<file path="src/sv/dsst_pkg.sv">
// Shared types and constants for the DMX switch servo timer.
// No dependencies; imported by dsst_chan_step and dmx_servo_switch_timer_top.
package dsst_pkg;

	// Channel count and field widths
	localparam int CHANNELS = 10;
	localparam int CH_W     = 4;
	localparam int LEVEL_W  = 8;
	localparam int TIME_W   = 32;
	localparam int DELAY_W  = 16;
	localparam int ANGLE_W  = 8;
	localparam int POS_W    = 2;
	localparam int CFG_IDX_W  = 2;
	localparam int CFG_DATA_W = 16;

	// Configuration register indexes
	localparam logic [CFG_IDX_W-1:0] REG_SETTLE_DELAY = 2'd0;
	localparam logic [CFG_IDX_W-1:0] REG_OFF_FLOOR    = 2'd1;
	localparam logic [CFG_IDX_W-1:0] REG_ON_THRESHOLD = 2'd2;

	// Configuration reset values
	localparam logic [DELAY_W-1:0] SETTLE_DELAY_RST = 16'd2500;
	localparam logic [LEVEL_W-1:0] OFF_FLOOR_RST    = 8'd2;
	localparam logic [LEVEL_W-1:0] ON_THRESHOLD_RST = 8'd127;

	// Switch positions
	localparam logic [POS_W-1:0] POS_NEUTRAL = 2'd0;
	localparam logic [POS_W-1:0] POS_ON      = 2'd1;
	localparam logic [POS_W-1:0] POS_OFF     = 2'd2;

	// Servo angles
	localparam logic [ANGLE_W-1:0] ANGLE_ON      = 8'd0;
	localparam logic [ANGLE_W-1:0] ANGLE_NEUTRAL = 8'd90;
	localparam logic [ANGLE_W-1:0] ANGLE_OFF     = 8'd180;

	// Per-channel timer state; a deadline of zero is not armed
	typedef struct packed {
		logic [POS_W-1:0]  pos;
		logic [TIME_W-1:0] ret_dl;
		logic [TIME_W-1:0] hold_dl;
	} chan_state_t;

	// Live configuration
	typedef struct packed {
		logic [DELAY_W-1:0] settle_delay;
		logic [LEVEL_W-1:0] off_floor;
		logic [LEVEL_W-1:0] on_threshold;
	} cfg_t;

	// One result
	typedef struct packed {
		logic               write_valid;
		logic [ANGLE_W-1:0] angle;
		logic [POS_W-1:0]   pos;
	} step_res_t;

endpackage

</file>
<file path="src/sv/dsst_chan_step.sv">
// Next-state and result logic for one channel request of the switch servo timer.
// Depends on dsst_pkg.
module dsst_chan_step (
	input  dsst_pkg::chan_state_t           cur,
	input  dsst_pkg::cfg_t                  cfg,
	input  logic [dsst_pkg::LEVEL_W-1:0]    dmx_level,
	input  logic [dsst_pkg::TIME_W-1:0]     now_ms,
	output dsst_pkg::chan_state_t           nxt,
	output dsst_pkg::step_res_t             res
);
	import dsst_pkg::*;

	logic [TIME_W-1:0] deadline;
	logic              hold_exp;
	logic              ret_exp;
	logic [TIME_W-1:0] ret_t;
	logic [TIME_W-1:0] hold_t;
	logic [POS_W-1:0]  proposed;
	logic              move;

	// New deadline, wraps modulo 2^32
	assign deadline = now_ms + {{(TIME_W-DELAY_W){1'b0}}, cfg.settle_delay};

	// Timer step: hold-off elapsed clears both, else return elapsed goes neutral
	assign hold_exp = (cur.hold_dl != '0) && (cur.hold_dl < now_ms);
	assign ret_exp  = (cur.ret_dl != '0) && (cur.ret_dl < now_ms) && (cur.hold_dl == '0);

	always_comb begin
		ret_t  = cur.ret_dl;
		hold_t = cur.hold_dl;
		if (hold_exp) begin
			ret_t  = '0;
			hold_t = '0;
		end else if (ret_exp) begin
			hold_t = deadline;
		end
	end

	// Level classification
	always_comb begin
		if (dmx_level >= cfg.on_threshold) begin
			proposed = POS_ON;
		end else if (dmx_level > cfg.off_floor) begin
			proposed = POS_OFF;
		end else begin
			proposed = POS_NEUTRAL;
		end
	end

	assign move = (proposed != POS_NEUTRAL) && (proposed != cur.pos) && (ret_t == '0);

	// Merge timer and move outcomes
	always_comb begin
		nxt.pos     = cur.pos;
		nxt.ret_dl  = ret_t;
		nxt.hold_dl = hold_t;
		res.write_valid = 1'b0;
		res.angle       = '0;
		if (!hold_exp && ret_exp) begin
			res.write_valid = 1'b1;
			res.angle       = ANGLE_NEUTRAL;
		end
		if (move) begin
			nxt.pos         = proposed;
			nxt.ret_dl      = deadline;
			res.write_valid = 1'b1;
			res.angle       = (proposed == POS_ON) ? ANGLE_ON : ANGLE_OFF;
		end
		res.pos = nxt.pos;
	end

endmodule

</file>
<file path="src/sv/dmx_servo_switch_timer_top.sv">
// Top level of the DMX switch servo timer: request register, channel state, result register.
// Depends on dsst_pkg and dsst_chan_step.
//
// A request (channel, dmx_level, now_ms) is taken on any cycle that start is high;
// busy is always low, so one request per clock is sustained. Each request gives
// exactly one result, shown with done for one cycle: the request register captures
// the request, then the result register captures its result through the channel state logic.
// The receiver cannot stall; results must be taken as they appear. Requests to the
// same channel on consecutive cycles see each other's state updates. Channels at or
// above the channel count change nothing and report write_valid 0, angle 0, position
// neutral. Configuration writes (cfg_we, cfg_index, cfg_data) land at the edge that
// samples cfg_we; write only with no request in flight. Index 3 is ignored.
module dmx_servo_switch_timer_top (
	input  logic                               clk,
	input  logic                               arst_n,
	input  logic                               start,
	output logic                               busy,
	input  logic [dsst_pkg::CH_W-1:0]          channel,
	input  logic [dsst_pkg::LEVEL_W-1:0]       dmx_level,
	input  logic [dsst_pkg::TIME_W-1:0]        now_ms,
	input  logic                               cfg_we,
	input  logic [dsst_pkg::CFG_IDX_W-1:0]     cfg_index,
	input  logic [dsst_pkg::CFG_DATA_W-1:0]    cfg_data,
	output logic                               done,
	output logic [dsst_pkg::CH_W-1:0]          channel_out,
	output logic                               write_valid,
	output logic [dsst_pkg::ANGLE_W-1:0]       angle_deg,
	output logic [dsst_pkg::POS_W-1:0]         position
);
	import dsst_pkg::*;

	cfg_t              cfg_q;
	chan_state_t       state_q [CHANNELS];

	logic              valid_s1;
	logic [CH_W-1:0]   ch_s1;
	logic [LEVEL_W-1:0] level_s1;
	logic [TIME_W-1:0] now_s1;

	logic              in_range;
	chan_state_t       cur;
	chan_state_t       nxt;
	step_res_t         res;

	logic              done_q;
	logic [CH_W-1:0]   ch_q;
	step_res_t         res_q;

	assign busy = 1'b0;

	// Configuration registers
	always_ff @(posedge clk or negedge arst_n) begin
		if (!arst_n) begin
			cfg_q.settle_delay <= SETTLE_DELAY_RST;
			cfg_q.off_floor    <= OFF_FLOOR_RST;
			cfg_q.on_threshold <= ON_THRESHOLD_RST;
		end else if (cfg_we) begin
			case (cfg_index)
				REG_SETTLE_DELAY: cfg_q.settle_delay <= cfg_data;
				REG_OFF_FLOOR:    cfg_q.off_floor    <= cfg_data[LEVEL_W-1:0];
				REG_ON_THRESHOLD: cfg_q.on_threshold <= cfg_data[LEVEL_W-1:0];
				default: ;
			endcase
		end
	end

	// Request register
	always_ff @(posedge clk or negedge arst_n) begin
		if (!arst_n) begin
			valid_s1 <= 1'b0;
		end else begin
			valid_s1 <= start;
		end
	end

	always_ff @(posedge clk) begin
		if (start) begin
			ch_s1    <= channel;
			level_s1 <= dmx_level;
			now_s1   <= now_ms;
		end
	end

	// Channel state read
	assign in_range = (ch_s1 < CH_W'(CHANNELS));
	assign cur      = in_range ? state_q[ch_s1] : '0;

	dsst_chan_step u_step (
		.cur       (cur),
		.cfg       (cfg_q),
		.dmx_level (level_s1),
		.now_ms    (now_s1),
		.nxt       (nxt),
		.res       (res)
	);

	// Channel state write-back
	always_ff @(posedge clk or negedge arst_n) begin
		if (!arst_n) begin
			for (int i = 0; i < CHANNELS; i++) begin
				state_q[i] <= '0;
			end
		end else if (valid_s1 && in_range) begin
			state_q[ch_s1] <= nxt;
		end
	end

	// Result register
	always_ff @(posedge clk or negedge arst_n) begin
		if (!arst_n) begin
			done_q <= 1'b0;
		end else begin
			done_q <= valid_s1;
		end
	end

	always_ff @(posedge clk) begin
		if (valid_s1) begin
			ch_q  <= ch_s1;
			res_q <= in_range ? res : '0;
		end
	end

	assign done        = done_q;
	assign channel_out = ch_q;
	assign write_valid = res_q.write_valid;
	assign angle_deg   = res_q.angle;
	assign position    = res_q.pos;

endmodule
</file>
<file path="config.mk">
export PLATFORM = sky130hd
export DESIGN_NAME = dmx_servo_switch_timer_top
export DESIGN_NICKNAME = d
export VERILOG_FILES = /design/src/sv/dsst_pkg.sv /design/src/sv/dsst_chan_step.sv /design/src/sv/dmx_servo_switch_timer_top.sv
export SDC_FILE = /design/constraint.sdc
export NUM_CORES = 2
export LEC_CHECK = 0
export BUFFER_PORTS_ARGS = -buffer_cell sky130_fd_sc_hd__buf_2
export CAP_MARGIN = 10
export CORE_MARGIN = 2
export CORE_UTILIZATION = 35
export CTS_BUF_LIST = sky130_fd_sc_hd__clkbuf_4 sky130_fd_sc_hd__clkbuf_8
export CTS_CLUSTER_DIAMETER = 60
export DETAILED_ROUTE_END_ITERATION = 10
export GPL_TIMING_DRIVEN = 0
export REMOVE_ABC_BUFFERS = 1
export SETUP_SLACK_MARGIN = 0.5
export SYNTH_ARGS = -nofsm -noshare
export SYNTH_HDL_FRONTEND = slang
export SYNTH_SLANG_ARGS = --single-unit
</file>
<file path="constraint.sdc">
create_clock -name clk -period 6.3 [get_ports clk]
set_input_delay 0.945 -clock clk [delete_from_list [all_inputs] [get_ports clk]]
set_output_delay 0.945 -clock clk [all_outputs]
set_load 0.01 [all_outputs]
</file>
==> summary.md <==
| Metric | Value |
|---|---|
| Largest stage delay on the critical path | approximately 760 ps |
| Post-synth cell types | 70 |
| Drt drc | 0 |
| Most common cell after layout, fill and taps aside | nand2_1 |
| Layout cells sized above 1 | about 18% |
| Ys flop type | dfrtp_1 |
| Drt pass-1 iters | 6 |
| Max VDD drop | 0.189 mV |
| DP HPWL | roughly 70,000 µm |
| Total Routed Length | approximately 110,000 µm |
| Min Tclk post-route | 5650 ps |
| CTS tree | built |
| Maximum clock insertion buffer count | 3 |
| Drt via density | between 5 and 6 |
| Initial Util | between 30% and 40% |
| Most frequent cells in the layout | 692 x nand2_1, 681 x dfrtp_1, 399 x o21ai_0, 281 x o21ai_1, 252 x mux2i_1 |
| Non-filler cells, final | between 4k and 5k |
| Final number of max-transition violations | 0 |
| CP top delay family | compound AO/OA/AOI/OAI gates |
| Setup Crit Path Kind | reg -> reg |
| Worst path required time | 6930 ps |
| Setup WS pre-CTS | -390 ps |
| Adder-cell share of the synthesized area | approximately 3.3% |
| Sequential-to-total area share from yosys stat | between 50 and 60% |
| Worst Path Arrival | roughly 6300 ps |
| Fin Hold WS | 280 ps |
| Setup ws final | between 600 and 700 ps |
| R2R Setup Slk | between 600 and 700 ps |
| Vias in the first global route | approximately 26k |
| Skew-Pair Late Insertion Delay | between 700 and 800 ps |
| WL/cell | 22.0 µm |
| Grt total ovfl | 0 |
| Num rows | roughly 120 |
| Max transition margin | between 30% and 40% |
| Pin count of the biggest net entering global routing | roughly 120 |
| Yosys warns | 0 |
| Hold WC Path Type | in -> async |
| Worst-path cell chain | buf_16 -> buf_16 -> buf_16 -> buf_16 -> buf_16 -> or3b_2 -> o32ai_1 -> ha_1 -> and4_1 -> a221o_1 -> a31o_2 -> o32ai_4 -> o31ai_4 -> a21oi_4 -> buf_12 -> buf_12 -> a22oi_2 -> o21ai_0 |
| Pleak | between 15 and 20 nW |
| Post-synth EDFFs | 54 |
| Number of setup violations in the final report | 0 |
| Syn avg cell area | approximately 11 µm² |
| Status | complete, no violations |
| Die Span X | 322 µm |
| First-pass GRT wire length | 165,000 µm |
| Layout Nets | between 3k and 4k |
| Inst Count DP | roughly 4.6k |
| CTS root buffer | clkbuf_8 |
| Pwr Density | roughly 370 nW/µm² |
| Final-report hold violation count | 0 |
| Post-synthesis cell count | between 3k and 4k |
| Final Cycle Share | between 80% and 90% |
| Post-Syn Area | around 35,000 µm² |
| Post-synthesis mux area share | 10.9% |
| Setup crit end kind | register |
| Largest family of logic cells by synthesized area | compound AO/OA/AOI/OAI gates |
| Height of the chip | 322 µm |
| Worst R2R Path Depth | 18 |
| Via Count | roughly 26k |
| # IOs | 83 |
| WP buf/inv | 7 |
| Initial antenna violation count | 1 |
| Fillers | around 9.6k |
| Synth async-reset ratio | between 90% and 100% |
| RSZ-0062 raised after global routing | false |
| Xor/xnor share of the synthesized area | 0.740% |
| Worst Setup Start Kind | register |
| Compound-Gate Fraction of Synth Area | a little under a fifth |
| Initial detailed-routing violation count | 2,075 |
| Worst Tran Pin Value | between 900 and 1000 ps |
| Routed Antenna Nets | 0 |
| Worst Path Max Fanout | 18 |
| Simple-Gate Fraction of Synth Area | under 10% |
| I/O Buffers | 80 |
| CTS sink cnt | approximately 750 |
| Final Skew | 48.1 ps |
| Gr usage total | approximately 21% |
| Routability Congestion | 0.821 |
| Fmax | around 180 MHz |
| Max cap viols | 0 |
| CTS Buf Count | 120 |
| Most frequent CP cell | buf_16 |
| Reg2reg end | state_q[247] |
| Reg clk slew, reported paths | roughly 60 ps |
| #FFs+latches synth | 748 |
| FF-to-FF Start | ch_s1[1] |
| CTS H-Tree Depth | 3 |
| Area Growth Syn to Fin | 18.1% |
| Die area | between 100,000 and 150,000 µm² |
| Core Box Area | ~100,000 µm² |
| Crit-path slowest cell | or3b_2 |
==> sequential cells by signal, indices dropped and copies added, names as in the netlist <==
signal / cells
cfg_q: 32
now_s1: 32
position: 2
state_q: 660
done: 1
angle_deg: 3
channel_out: 4
valid_s1: 1
level_s1: 8
ch_s1: 4
write_valid: 1
==> synthesized netlist by cell type (all sizes together), types with 15 or more instances <==
cell type / number / area, µm²
a21o: 15 / 113
a21oi: 41 / 216
a221o: 17 / 170
a22o: 79 / 692
a22oi: 32 / 375
a31oi: 33 / 642
buf: 75 / 409
clkbuf: 163 / 612
dfrtp: 681 / 17000
edfxtp: 54 / 1620
ha: 93 / 1160
inv: 53 / 199
mux2: 50 / 563
mux2i: 252 / 2520
mux4: 35 / 788
nand2: 697 / 2620
nand3: 20 / 100
nand4: 15 / 93.8
nor2: 24 / 90.1
nor4: 18 / 113
o21ai: 680 / 3400
o22ai: 25 / 156
o32ai: 40 / 358
xnor2: 24 / 210
==> layout make-up <==
class,instances,area (µm²),area share (%)
flip-flops and latches,748,19000,45.3
multi-input cells,2307,15600,37.2
diodes,1,2.50,0.00597
well taps,1357,1700,4.05
clock inverters,32,363,0.865
clock buffers,187,2340,5.57
inverters,53,199,0.474
repair buffers,195,2720,6.49
==> routing by layer <==
metal,global-route usage [%],share of wire [%],vias up
met5,0,0,-
li1,-,-,12100
met4,7.37,2.9,0
met2,34.0,47,857
met1,28.2,44,13100
met3,2.81,6.1,202
==> worst register-to-register path: cells and delay by family (launching register included) <==
kind / cells / cell delay, ps
adders and majority gates: 1 / 350
AOI/OAI and AO/OA: 8 / 2350
DFF: 1 / 460
and+or+nand+nor: 2 / 1000
buffers and inverters: 7 / 1380
==> kinds of logic (layout without fill, tap and decap cells) <==
kind of cell	Yosys count	in the layout
AO/OA/AOI/OAI	1002	1002
AND/OR/NAND/NOR	840	842
flip-flops	748	748
multiplexers	337	337
buffers and inverters	291	467
adder cells (fa/ha/maj)	94	94
XOR/XNOR	30	30
other	1	3
==> metrics by stage <==
stage | util (%) | area (µm²) | TNS [ps] | power, mW
finish | 41.8 | 41900 | 0 | 15.5
global route | 41.8 | 41900 | 0 | 16.4
CTS | 41.7 | 41800 | 0 | 15.5
detailed placement | 38.8 | 38900 | -79250 | 10.8
global placement | 36.5 | 36600 | - | 10.6
floorplan | - | 34500 | -4367620 | 9.34
==> how the worst max path moves through the flow <==
| stage | startpoint | to | slack, ps | depth (start not counted) |
|---|---|---|---|---|
| after floorplan | ch_s1[1] | state_q[162] | -7330 | 12 |
| after global placement | ch_s1[1] | state_q[422] | -18060 | 3 |
| after detailed placement | ch_s1[1] | position[0] | -390 | 19 |
| after CTS | ch_s1[1] | state_q[30] | 550 | 18 |
| after global routing | ch_s1[1] | state_q[253] | 480 | 21 |
| final | ch_s1[1] | state_q[247] | 650 | 18 |
==> timing repair <==
action	in CTS	in global routing
setup buffers	15	7
gates cloned	2	0
pin swaps	2	2
resized for setup	12	31
endpoints found under the setup margin	661	322
hold buffers	0	0
==> where the power goes <==
group | switching [mW] | leakage (nW) | internal (mW) | total, mW
clock | 2.02 | 1.42 | 2.61 | 4.63
sequential | 0.621 | 9.87 | 6.06 | 6.68
combinational | 2.58 | 7.32 | 1.63 | 4.21
total | 5.22 | 18.6 | 10.3 | 15.5
No activity file was read; power rests on OpenSTA's default activity.
